<file path="config.mk">
export PLATFORM = sky130hd
export DESIGN_NAME = flux_stream_encoder_top_flat
export DESIGN_NICKNAME = d
export VERILOG_FILES = /design/src/design/fse_pkg.sv /design/src/design/fse_ifs.sv /design/src/design/fse_div.sv /design/src/design/fse_seq.sv /design/src/design/flux_stream_encoder_top.sv /design/src/flat_wrapper.sv
export SDC_FILE = /design/constraint.sdc
export NUM_CORES = 2
export LEC_CHECK = 0
export BUFFER_PORTS_ARGS = -buffer_cell sky130_fd_sc_hd__buf_2
export CAP_MARGIN = 10
export CORE_MARGIN = 2
export CORE_UTILIZATION = 45
export DETAILED_ROUTE_END_ITERATION = 12
export GPL_ROUTABILITY_DRIVEN = 0
export HOLD_SLACK_MARGIN = 0.06
export PLACE_DENSITY = 0.59
export SYNTH_ARGS = -nofsm -noshare
export SYNTH_HDL_FRONTEND = slang
export SYNTH_SLANG_ARGS = --single-unit
</file>
<file path="constraint.sdc">
create_clock -name clk -period 8.9 [get_ports clk]
set_input_delay 1.78 -clock clk [delete_from_list [all_inputs] [get_ports clk]]
set_output_delay 1.78 -clock clk [all_outputs]
set_load 0.02 [all_outputs]
</file>
<file path="src/design/fse_pkg.sv">
// Shared constants, types and codes of the flux stream encoder.
`default_nettype none
package fse_pkg;

  localparam int unsigned MasterClkHz = ((18432000 * 73) / 14) / 2;
  localparam int unsigned SampleClkHz = MasterClkHz / 2;
  localparam int SampleW = $clog2(SampleClkHz + 1);
  localparam int ProdW = SampleW + 32;
  localparam int DivndW = ProdW + 1;
  localparam int DivCntW = $clog2(DivndW);

  localparam int MaxOverflowMarks = 31;
  localparam int SatLimit = MaxOverflowMarks * 65536 + 65535;
  localparam int ValW = $clog2(SatLimit + 1);
  localparam int MarkW = ValW - 16;

  localparam logic [31:0] TrackClkReset = 32'd24027428;

  // Command codes.
  localparam logic [1:0] FuncPulse = 2'd0;
  localparam logic [1:0] FuncStart = 2'd1;
  localparam logic [1:0] FuncEnd   = 2'd2;

  // Stream bytes.
  localparam logic [7:0] RecMark   = 8'h0D;
  localparam logic [7:0] RecStart  = 8'h01;
  localparam logic [7:0] RecIndex  = 8'h02;
  localparam logic [7:0] RecEnd    = 8'h03;
  localparam logic [7:0] HdrSize8  = 8'h08;
  localparam logic [7:0] HdrSize12 = 8'h0C;
  localparam logic [7:0] OvfMark   = 8'h0B;
  localparam logic [7:0] LongMark  = 8'h0C;
  localparam logic [15:0] ShortMax = 16'h000D;
  localparam logic [15:0] ByteMax  = 16'h00FF;
  localparam logic [15:0] MedMax   = 16'h07FF;

  // Record lengths in bytes.
  localparam logic [4:0] RecNStart = 5'd12;
  localparam logic [4:0] RecNIndex = 5'd16;
  localparam logic [4:0] RecNEnd   = 5'd20;

  typedef struct packed {
    logic              start;
    logic [DivndW-1:0] dividend;
    logic [31:0]       divisor;
  } div_req_t;

  typedef struct packed {
    logic              done;
    logic [DivndW-1:0] quotient;
    logic [31:0]       remainder;
  } div_rsp_t;

  typedef struct packed {
    logic       valid;
    logic [7:0] data;
    logic       last;
  } emit_t;

endpackage
`default_nettype wire

</file>
<file path="src/design/fse_ifs.sv">
// Valid/ready channel interfaces for commands and stream bytes.
`default_nettype none
interface fse_in_if;
  logic        valid;
  logic        ready;
  logic [1:0]  func;
  logic [31:0] pulse_len;
  logic [31:0] index_offset;

  modport source (output valid, output func, output pulse_len, output index_offset,
                  input ready);
  modport sink (input valid, input func, input pulse_len, input index_offset,
                output ready);
endinterface

interface fse_out_if;
  logic       valid;
  logic       ready;
  logic [7:0] out_byte;
  logic       last;

  modport source (output valid, output out_byte, output last, input ready);
  modport sink (input valid, input out_byte, input last, output ready);
endinterface
`default_nettype wire

</file>
<file path="src/design/fse_div.sv">
// Restoring divider, one quotient bit per cycle.
`default_nettype none
module fse_div
  import fse_pkg::*;
(
  input  logic     clk,
  input  logic     rst,
  input  div_req_t req,
  output div_rsp_t rsp
);

  logic               busy;
  logic               done;
  logic [DivCntW-1:0] cnt;
  logic [DivndW-1:0]  acc;
  logic [31:0]        part;
  logic [31:0]        dvs;
  logic [32:0]        trial;
  logic [32:0]        diff;
  logic               ge;

  assign trial = {part, acc[DivndW-1]};
  assign diff  = trial - {1'b0, dvs};
  assign ge    = (trial >= {1'b0, dvs});

  always_ff @(posedge clk) begin
    if (rst) begin
      busy <= 1'b0;
      done <= 1'b0;
      cnt  <= '0;
    end else begin
      done <= 1'b0;
      if (req.start) begin
        busy <= 1'b1;
        cnt  <= DivCntW'(DivndW - 1);
      end else if (busy) begin
        cnt <= cnt - 1'b1;
        if (cnt == '0) begin
          busy <= 1'b0;
          done <= 1'b1;
        end
      end
    end
  end

  always_ff @(posedge clk) begin
    if (req.start) begin
      acc  <= req.dividend;
      part <= '0;
      dvs  <= req.divisor;
    end else if (busy) begin
      part <= ge ? diff[31:0] : trial[31:0];
      acc  <= {acc[DivndW-2:0], ge};
    end
  end

  assign rsp.done      = done;
  assign rsp.quotient  = acc;
  assign rsp.remainder = part;

endmodule
`default_nettype wire

</file>
<file path="src/design/fse_seq.sv">
// Command sequencer: rescaling steps, record and pulse byte generation.
`default_nettype none
module fse_seq
  import fse_pkg::*;
(
  input  logic        clk,
  input  logic        rst,
  input  logic        in_valid,
  input  logic [1:0]  func,
  input  logic [31:0] pulse_len,
  input  logic [31:0] index_offset,
  output logic        in_ready,
  input  logic [31:0] divisor,
  output div_req_t    div_req,
  input  div_rsp_t    div_rsp,
  input  logic        out_free,
  output emit_t       emit
);

  typedef enum logic [7:0] {
    S_IDLE = 8'b0000_0001,
    S_MUL  = 8'b0000_0010,
    S_ADD  = 8'b0000_0100,
    S_DIV  = 8'b0000_1000,
    S_REC  = 8'b0001_0000,
    S_SAT  = 8'b0010_0000,
    S_MARK = 8'b0100_0000,
    S_CODE = 8'b1000_0000
  } state_t;

  state_t            state;
  logic              pul_ph;
  logic [4:0]        bidx;
  logic [MarkW-1:0]  marks;
  logic [31:0]       pos;
  logic [31:0]       elapsed;
  logic [31:0]       rem;

  logic [31:0]       len_r;
  logic [31:0]       ofs_r;
  logic [ProdW-1:0]  prod;
  logic [ValW-1:0]   v;
  logic [7:0]        rec_type;
  logic [7:0]        rec_size;
  logic [95:0]       rec_words;
  logic [4:0]        rec_n;
  logic              rec_fin;
  logic [2:0][7:0]   code;
  logic [1:0]        code_n;

  logic [7:0]        rec_byte;
  logic [3:0]        widx;
  logic [31:0]       opnd;
  logic [31:0]       sofs;
  logic [15:0]       rest;
  logic              fire;

  assign in_ready = (state == S_IDLE);
  assign opnd     = pul_ph ? len_r : ofs_r;
  assign sofs     = div_rsp.quotient[31:0];
  assign rest     = v[15:0];
  assign fire     = emit.valid && out_free;
  assign widx     = 4'(bidx - 5'd4);

  always_comb begin
    if (bidx < 5'd4) begin
      case (bidx[1:0])
        2'd0:    rec_byte = RecMark;
        2'd1:    rec_byte = rec_type;
        2'd2:    rec_byte = rec_size;
        default: rec_byte = 8'h00;
      endcase
    end else if (bidx < 5'd16) begin
      rec_byte = rec_words[{widx, 3'b000} +: 8];
    end else begin
      rec_byte = RecMark;
    end
  end

  always_comb begin
    div_req.start    = (state == S_ADD);
    div_req.dividend = DivndW'(prod) + DivndW'(pul_ph ? rem : 32'd0);
    div_req.divisor  = divisor;
  end

  always_comb begin
    emit = '0;
    case (state)
      S_REC: begin
        emit.valid = 1'b1;
        emit.data  = rec_byte;
        emit.last  = rec_fin && (bidx == rec_n - 5'd1);
      end
      S_MARK: begin
        emit.valid = 1'b1;
        emit.data  = OvfMark;
      end
      S_CODE: begin
        emit.valid = 1'b1;
        emit.data  = code[bidx[1:0]];
        emit.last  = (bidx[1:0] == code_n - 2'd1);
      end
      default: emit = '0;
    endcase
  end

  // Control and tracked stream state.
  always_ff @(posedge clk) begin
    if (rst) begin
      state   <= S_IDLE;
      pul_ph  <= 1'b0;
      bidx    <= '0;
      marks   <= '0;
      pos     <= '0;
      elapsed <= '0;
      rem     <= '0;
    end else begin
      case (state)
        S_IDLE: begin
          bidx <= '0;
          if (in_valid) begin
            case (func)
              FuncStart: begin
                pos     <= '0;
                elapsed <= '0;
                rem     <= '0;
                state   <= S_REC;
              end
              FuncEnd: begin
                state <= S_REC;
              end
              FuncPulse: begin
                pul_ph <= !((pulse_len == '0) || (index_offset < pulse_len));
                state  <= S_MUL;
              end
              default: state <= S_IDLE;
            endcase
          end
        end
        S_MUL: state <= S_ADD;
        S_ADD: state <= S_DIV;
        S_DIV: begin
          if (div_rsp.done) begin
            bidx <= '0;
            if (pul_ph) begin
              rem   <= div_rsp.remainder;
              state <= S_SAT;
            end else begin
              state <= S_REC;
            end
          end
        end
        S_REC: begin
          if (fire) begin
            if (bidx == rec_n - 5'd1) begin
              bidx <= '0;
              if (rec_fin) begin
                state <= S_IDLE;
              end else begin
                pul_ph <= 1'b1;
                state  <= S_MUL;
              end
            end else begin
              bidx <= bidx + 5'd1;
            end
          end
        end
        S_SAT: begin
          elapsed <= elapsed + 32'(v);
          marks   <= v[ValW-1:16];
          bidx    <= '0;
          state   <= (v[ValW-1:16] != '0) ? S_MARK : S_CODE;
        end
        S_MARK: begin
          if (fire) begin
            pos   <= pos + 32'd1;
            marks <= marks - 1'b1;
            if (marks == MarkW'(1)) begin
              state <= S_CODE;
            end
          end
        end
        S_CODE: begin
          if (fire) begin
            pos <= pos + 32'd1;
            if (bidx[1:0] == code_n - 2'd1) begin
              bidx  <= '0;
              state <= S_IDLE;
            end else begin
              bidx <= bidx + 5'd1;
            end
          end
        end
        default: state <= S_IDLE;
      endcase
    end
  end

  // Operands, record contents and cell code bytes.
  always_ff @(posedge clk) begin
    if (state == S_IDLE && in_valid) begin
      len_r <= pulse_len;
      ofs_r <= index_offset;
      if (func == FuncStart) begin
        rec_type  <= RecStart;
        rec_size  <= HdrSize8;
        rec_words <= '0;
        rec_n     <= RecNStart;
        rec_fin   <= 1'b1;
      end else begin
        // The first four of the end record's trailing filler bytes fill the third word slot.
        rec_type  <= RecEnd;
        rec_size  <= HdrSize8;
        rec_words <= {{4{RecMark}}, 32'd0, pos};
        rec_n     <= RecNEnd;
        rec_fin   <= 1'b1;
      end
    end
    if (state == S_MUL) begin
      prod <= ProdW'(SampleClkHz) * ProdW'(opnd);
    end
    if (state == S_DIV && div_rsp.done) begin
      if (pul_ph) begin
        v <= (div_rsp.quotient > DivndW'(SatLimit)) ? ValW'(SatLimit)
                                                     : div_rsp.quotient[ValW-1:0];
      end else begin
        rec_type  <= RecIndex;
        rec_size  <= HdrSize12;
        rec_words <= {elapsed + sofs, sofs, pos};
        rec_n     <= RecNIndex;
        rec_fin   <= (len_r == '0);
      end
    end
    if (state == S_SAT) begin
      code[2] <= rest[7:0];
      if (rest <= ShortMax) begin
        code[0] <= 8'h00;
        code[1] <= rest[7:0];
        code_n  <= 2'd2;
      end else if (rest <= ByteMax) begin
        code[0] <= rest[7:0];
        code[1] <= rest[7:0];
        code_n  <= 2'd1;
      end else if (rest <= MedMax) begin
        code[0] <= rest[15:8];
        code[1] <= rest[7:0];
        code_n  <= 2'd2;
      end else begin
        code[0] <= LongMark;
        code[1] <= rest[15:8];
        code_n  <= 2'd3;
      end
    end
  end

endmodule
`default_nettype wire

</file>
<file path="src/design/flux_stream_encoder_top.sv">
// Top level of the flux stream encoder: config register, output stage, core.
//
//   channel   dir  handshake      payload
//   in_ch     in   valid/ready    func, pulse_len, index_offset
//   out_ch    out  valid/ready    out_byte, last
//   cfg       in   cfg_we         cfg_wdata (track clock in Hz)
//
// A start or end request emits 12 or 20 bytes, one byte per cycle while out_ch
// does not stall. A pulse request is first rescaled by the 58-step serial
// divider, then emits one byte per cycle while out_ch does not stall;
// a pulse that also carries an index mark runs the divider twice.
// Reset (rst, synchronous) clears the stream position, elapsed clock and
// remainder and loads the track clock with its default.
// A stall on out_ch holds the sequencer; the final byte of a request sits in
// the output register while the next request is already taken.
`default_nettype none
module flux_stream_encoder_top
  import fse_pkg::*;
(
  input  logic        clk,
  input  logic        rst,
  input  logic        cfg_we,
  input  logic [31:0] cfg_wdata,
  fse_in_if.sink      in_ch,
  fse_out_if.source   out_ch
);

  logic [31:0] track_clk;
  logic [31:0] divisor;
  div_req_t    div_req;
  div_rsp_t    div_rsp;
  emit_t       emit;
  logic        out_free;
  logic        out_vld;
  logic [7:0]  out_data;
  logic        out_last;

  // Track clock register; a zero rate is handled as one.
  always_ff @(posedge clk) begin
    if (rst) begin
      track_clk <= TrackClkReset;
    end else if (cfg_we) begin
      track_clk <= cfg_wdata;
    end
  end

  assign divisor = (track_clk == '0) ? 32'd1 : track_clk;

  fse_seq u_seq (
    .clk          (clk),
    .rst          (rst),
    .in_valid     (in_ch.valid),
    .func         (in_ch.func),
    .pulse_len    (in_ch.pulse_len),
    .index_offset (in_ch.index_offset),
    .in_ready     (in_ch.ready),
    .divisor      (divisor),
    .div_req      (div_req),
    .div_rsp      (div_rsp),
    .out_free     (out_free),
    .emit         (emit)
  );

  fse_div u_div (
    .clk (clk),
    .rst (rst),
    .req (div_req),
    .rsp (div_rsp)
  );

  // Output register: the sequencer only moves on to its next byte when this stage can load.
  assign out_free = !out_vld || out_ch.ready;

  always_ff @(posedge clk) begin
    if (rst) begin
      out_vld <= 1'b0;
    end else if (out_free) begin
      out_vld <= emit.valid;
    end
  end

  always_ff @(posedge clk) begin
    if (out_free && emit.valid) begin
      out_data <= emit.data;
      out_last <= emit.last;
    end
  end

  assign out_ch.valid    = out_vld;
  assign out_ch.out_byte = out_data;
  assign out_ch.last     = out_last;

endmodule
`default_nettype wire

</file>
<file path="src/flat_wrapper.sv">
// flat-port wrapper written by rule: the top's interface ports become plain ports
module flux_stream_encoder_top_flat import fse_pkg::*;
  (clk, rst, cfg_we, cfg_wdata, in_ch_valid, in_ch_func, in_ch_pulse_len, in_ch_index_offset, in_ch_ready, out_ch_valid, out_ch_out_byte, out_ch_last, out_ch_ready);
  fse_in_if in_ch_i ();
  fse_out_if out_ch_i ();
  input  logic clk;
  input  logic rst;
  input  logic cfg_we;
  input  logic [31:0] cfg_wdata;
  input wire logic [$bits(in_ch_i.valid)-1:0] in_ch_valid;
  input wire logic [$bits(in_ch_i.func)-1:0] in_ch_func;
  input wire logic [$bits(in_ch_i.pulse_len)-1:0] in_ch_pulse_len;
  input wire logic [$bits(in_ch_i.index_offset)-1:0] in_ch_index_offset;
  output wire logic [$bits(in_ch_i.ready)-1:0] in_ch_ready;
  output wire logic [$bits(out_ch_i.valid)-1:0] out_ch_valid;
  output wire logic [$bits(out_ch_i.out_byte)-1:0] out_ch_out_byte;
  output wire logic [$bits(out_ch_i.last)-1:0] out_ch_last;
  input wire logic [$bits(out_ch_i.ready)-1:0] out_ch_ready;
  assign in_ch_i.valid = in_ch_valid;
  assign in_ch_i.func = in_ch_func;
  assign in_ch_i.pulse_len = in_ch_pulse_len;
  assign in_ch_i.index_offset = in_ch_index_offset;
  assign in_ch_ready = in_ch_i.ready;
  assign out_ch_valid = out_ch_i.valid;
  assign out_ch_out_byte = out_ch_i.out_byte;
  assign out_ch_last = out_ch_i.last;
  assign out_ch_i.ready = out_ch_ready;
  flux_stream_encoder_top u_core (.clk(clk), .rst(rst), .cfg_we(cfg_we), .cfg_wdata(cfg_wdata), .in_ch(in_ch_i), .out_ch(out_ch_i));
endmodule
</file>
==> impl_metrics.yaml <==
floorplanning:
  die_y_um: 307
  initial_core_util_pct: 45.2
  io_pins: 114
  row_count: 111
  core_area_sq_um: 91400
  dieArea_sq_um: 94300
  dieWidth_um: 307
synth:
  syn_nets: 5032
  ys_ff_latch: 571
  synth_cell_types: 78
  seq_area_frac_synth_pct: 34.1
  synth_cells: 4241
  synth_top_area_share_pct: 19.2
  yosysWarnings: 0
  synth_top_family_by_area: "adder cells"
  yosysTopAreaCell: "edfxtp_1"
  synth_common_cells: "479 x inv_1, 444 x ha_1, 313 x nand2_1"
  async_flop_share_pct: 0
  muxShareOfSynthArea_pct: 3.59
  synth_xor_area_share_pct: 4.49
  synth_edf_count: 265
  synth_area_per_cell_sq_um: 9.75
  ys_top_cells_by_area: "edfxtp_1 19%, dfxtp_1 15%, ha_1 13%"
  netlist_area_sq_um: 41300
  yosysMostFrequentCell: "inv_1"
  synth_fa_ha_area_share_pct: 25.3
  synth_ff_type: "dfxtp_1"
  yosys.area_share.simple_pct: 13.2
  synth-compound-area-share_pct: 13.4
clock_tree:
  cts_resized: 0
  clockBufferDepth: 3
  post_cts_buffers: 0
  cts_root_buffer: "clkbuf_16"
  htreeDepth: 3
  cts.reportedPaths.clkPinSlew_ns: 0.05
  hold_buffers: 0
  cts_buffers: 68
  clock_latency_ns: 0.63
  cts_tree: "built"
  cts.sinks: 571
routing:
  vias: 30200
  drt_iter0_drc: 1977
  drc_errors: 0
  antenna_left: 0
  via_per_inst: 5.49
  wirelength_um: 106000
  firstDrtPassIters: 6
  wl_per_cell_um: 19.2
placed_design:
  dp.cells: 5372
  io_buffers: 113
  placement.setup.worst_slack_ns: 1.12
  dp_hpwl_um: 81400
sta:
  setup_slack_ns: 1.05
  fin_crit_ns: 7.85
  finalClockSkew_ns: 0.0376
  drv_slew: 0
  rsz0062_at_grt: "false"
  hold_violations: 0
  worst_pin_slew_ns: 1.14
  tns_ns: 0
  post-route-period-util_pct: 88.2
  slew_headroom_pct: 23.2
  setup_viol: 0
  max_freq_mhz: 127
  whs_ns: 0.446
worst_setup_path:
  criticalPathCategory: "reg -> reg"
  ff2ff_setup_slack_ns: 1.05
  crit_required_ns: 9.25
  arrival_ns: 8.20
  rr_worst_depth: 22
  r2r-start: "u_core.u_seq.pul_ph$_SDFFE_PP0P_"
  path_max_fanout: 19
  endpoint_kind: "register"
  cp-start-kind: "register"
  crit_start: "u_core.u_seq.pul_ph$_SDFFE_PP0P_"
hold_path:
  min_from: "u_core.u_seq.rec_size[2]$_DFF_P_"
  min_delay_path_depth: 2
  hp-class: "reg -> reg"
cells_and_area:
  syn_to_final_growth_pct: 9.19
  fin_cells: 5496
  ff_latch_area_sq_um: 14100
  fillers: 8629
  drive_gt1_share_pct: 7.91
  multiInputGateArea_sq_um: 24800
  finalNetCount: 5047
  n_antenna_cell: 0
outcome:
  outcome: "completed"
flow_run:
  maxCapViolations: 0
global_route:
  grt_pass1_wl_um: 169000
  track_usage_pct: 22.6
  grt_max_degree: 140
  antenna_found_initial: 0
  grt-ovfl-total: 0
  grt_pass1_vias: 30500
worst paths after layout:
path / endpoint
worst max-delay path: u_core.u_seq.prod[54]$_DFFE_PP_
worst min-delay path: u_core.u_seq.rec_size[2]$_DFF_P_
worst max register to register: u_core.u_seq.prod[54]$_DFFE_PP_
worst min register to register: u_core.u_seq.rec_size[2]$_DFF_P_
flip-flops by register name, indices dropped and copies added, names as in the netlist, 6 cells and up:
signal,count
u_core.out_ch.out_byte,8
u_core.u_seq.prod,55
u_core.u_seq.len_r,32
u_core.u_seq.elapsed,32
u_core.track_clk,32
u_core.u_seq.rec_words,96
u_core.u_seq.rem,32
u_core.u_seq.code,24
u_core.u_seq.ofs_r,32
u_core.u_div.cnt,6
u_core.u_div.dvs,32
u_core.u_seq.pos,32
u_core.u_div.acc,58
u_core.u_div.part,32
u_core.u_seq.rec_type,8
u_core.u_seq.rec_size,8
u_core.u_seq.state,8
u_core.u_seq.v,21
per-stage QoR:
step	util [%]	instance area (sq um)
2_1_floorplan	-	41300
3_3_place_gp	46.9	42900
3_5_place_dp	46.9	42900
4_1_cts	49.4	45100
5_1_grt	49.4	45100
6_report	49.4	45100
layer usage:
| metal | vias up | GRT usage [%] | share of wire (%) |
|---|---|---|---|
| met3 | 133 | 2.68 | 3.6 |
| met5 | - | 0 | 0 |
| met1 | 14700 | 29.2 | 44 |
| met4 | 0 | 6.07 | 2.4 |
| li1 | 14800 | - | - |
| met2 | 523 | 40.0 | 50 |
area by class of cell:
type	count	area share (%)
well taps	1186	3.29
clock buffers	88	4.21
repair buffers	135	1.65
clock inverters	36	0.793
inverters	480	3.99
multi-input cells	3000	54.9
flip-flops and latches	571	31.2
kinds of logic after synthesis:
family / count (synthesis)
buf+inv: 670
flops: 571
simple gates: 1106
mux: 113
compound gates: 881
xor+xnor: 212
fa+ha+maj: 688
layout by cell type (no fill, tap or decap), types with 11 or more instances in the layout:
cell       count
xor2_1       110
a21o_1       110
mux2i_1       57
a211o_1       19
mux4_2        24
nand2_1      313
a22oi_1       14
nand4_1       48
and3_1        56
dfxtp_1      302
o21a_1        22
clkbuf_1      11
or3_1         18
o211ai_1      28
ha_1         444
o21bai_1      21
nor4_1        43
clkinv_2      12
o21ai_0      223
mux2_2        31
clkbuf_16     71
buf_2        112
a22o_1        34
or2_2         14
nand2b_1      49
nand3_1      165
buf_4         22
a21oi_1      264
nor3_1        42
fa_1         244
and2_1        50
xnor2_1      102
inv_1        477
a211oi_1      15
nor2_1       216
a31oi_1       35
o31ai_1       13
edfxtp_1     265
nor2b_1       49
critical path, cell delays in order (launching register included):
cell      delay (ns)
dfxtp_2         0.52
buf_4           0.34
mux2_2          0.49
ha_1            0.40
ha_1            0.35
fa_1            0.57
fa_1            0.46
fa_1            0.53
fa_1            0.56
inv_1           0.06
fa_1            0.53
inv_1           0.04
ha_1            0.38
nand4_1         0.18
nor4b_1         0.38
a211o_1         0.16
a211oi_1        0.09
o31ai_1         0.50
a31oi_1         0.18
o21ai_0         0.31
and3_1          0.25
o221ai_1        0.14
xnor2_1         0.15
Power is not shown: default switching activity piles up to over one toggle a cycle in this logic, so the estimate is an artifact.
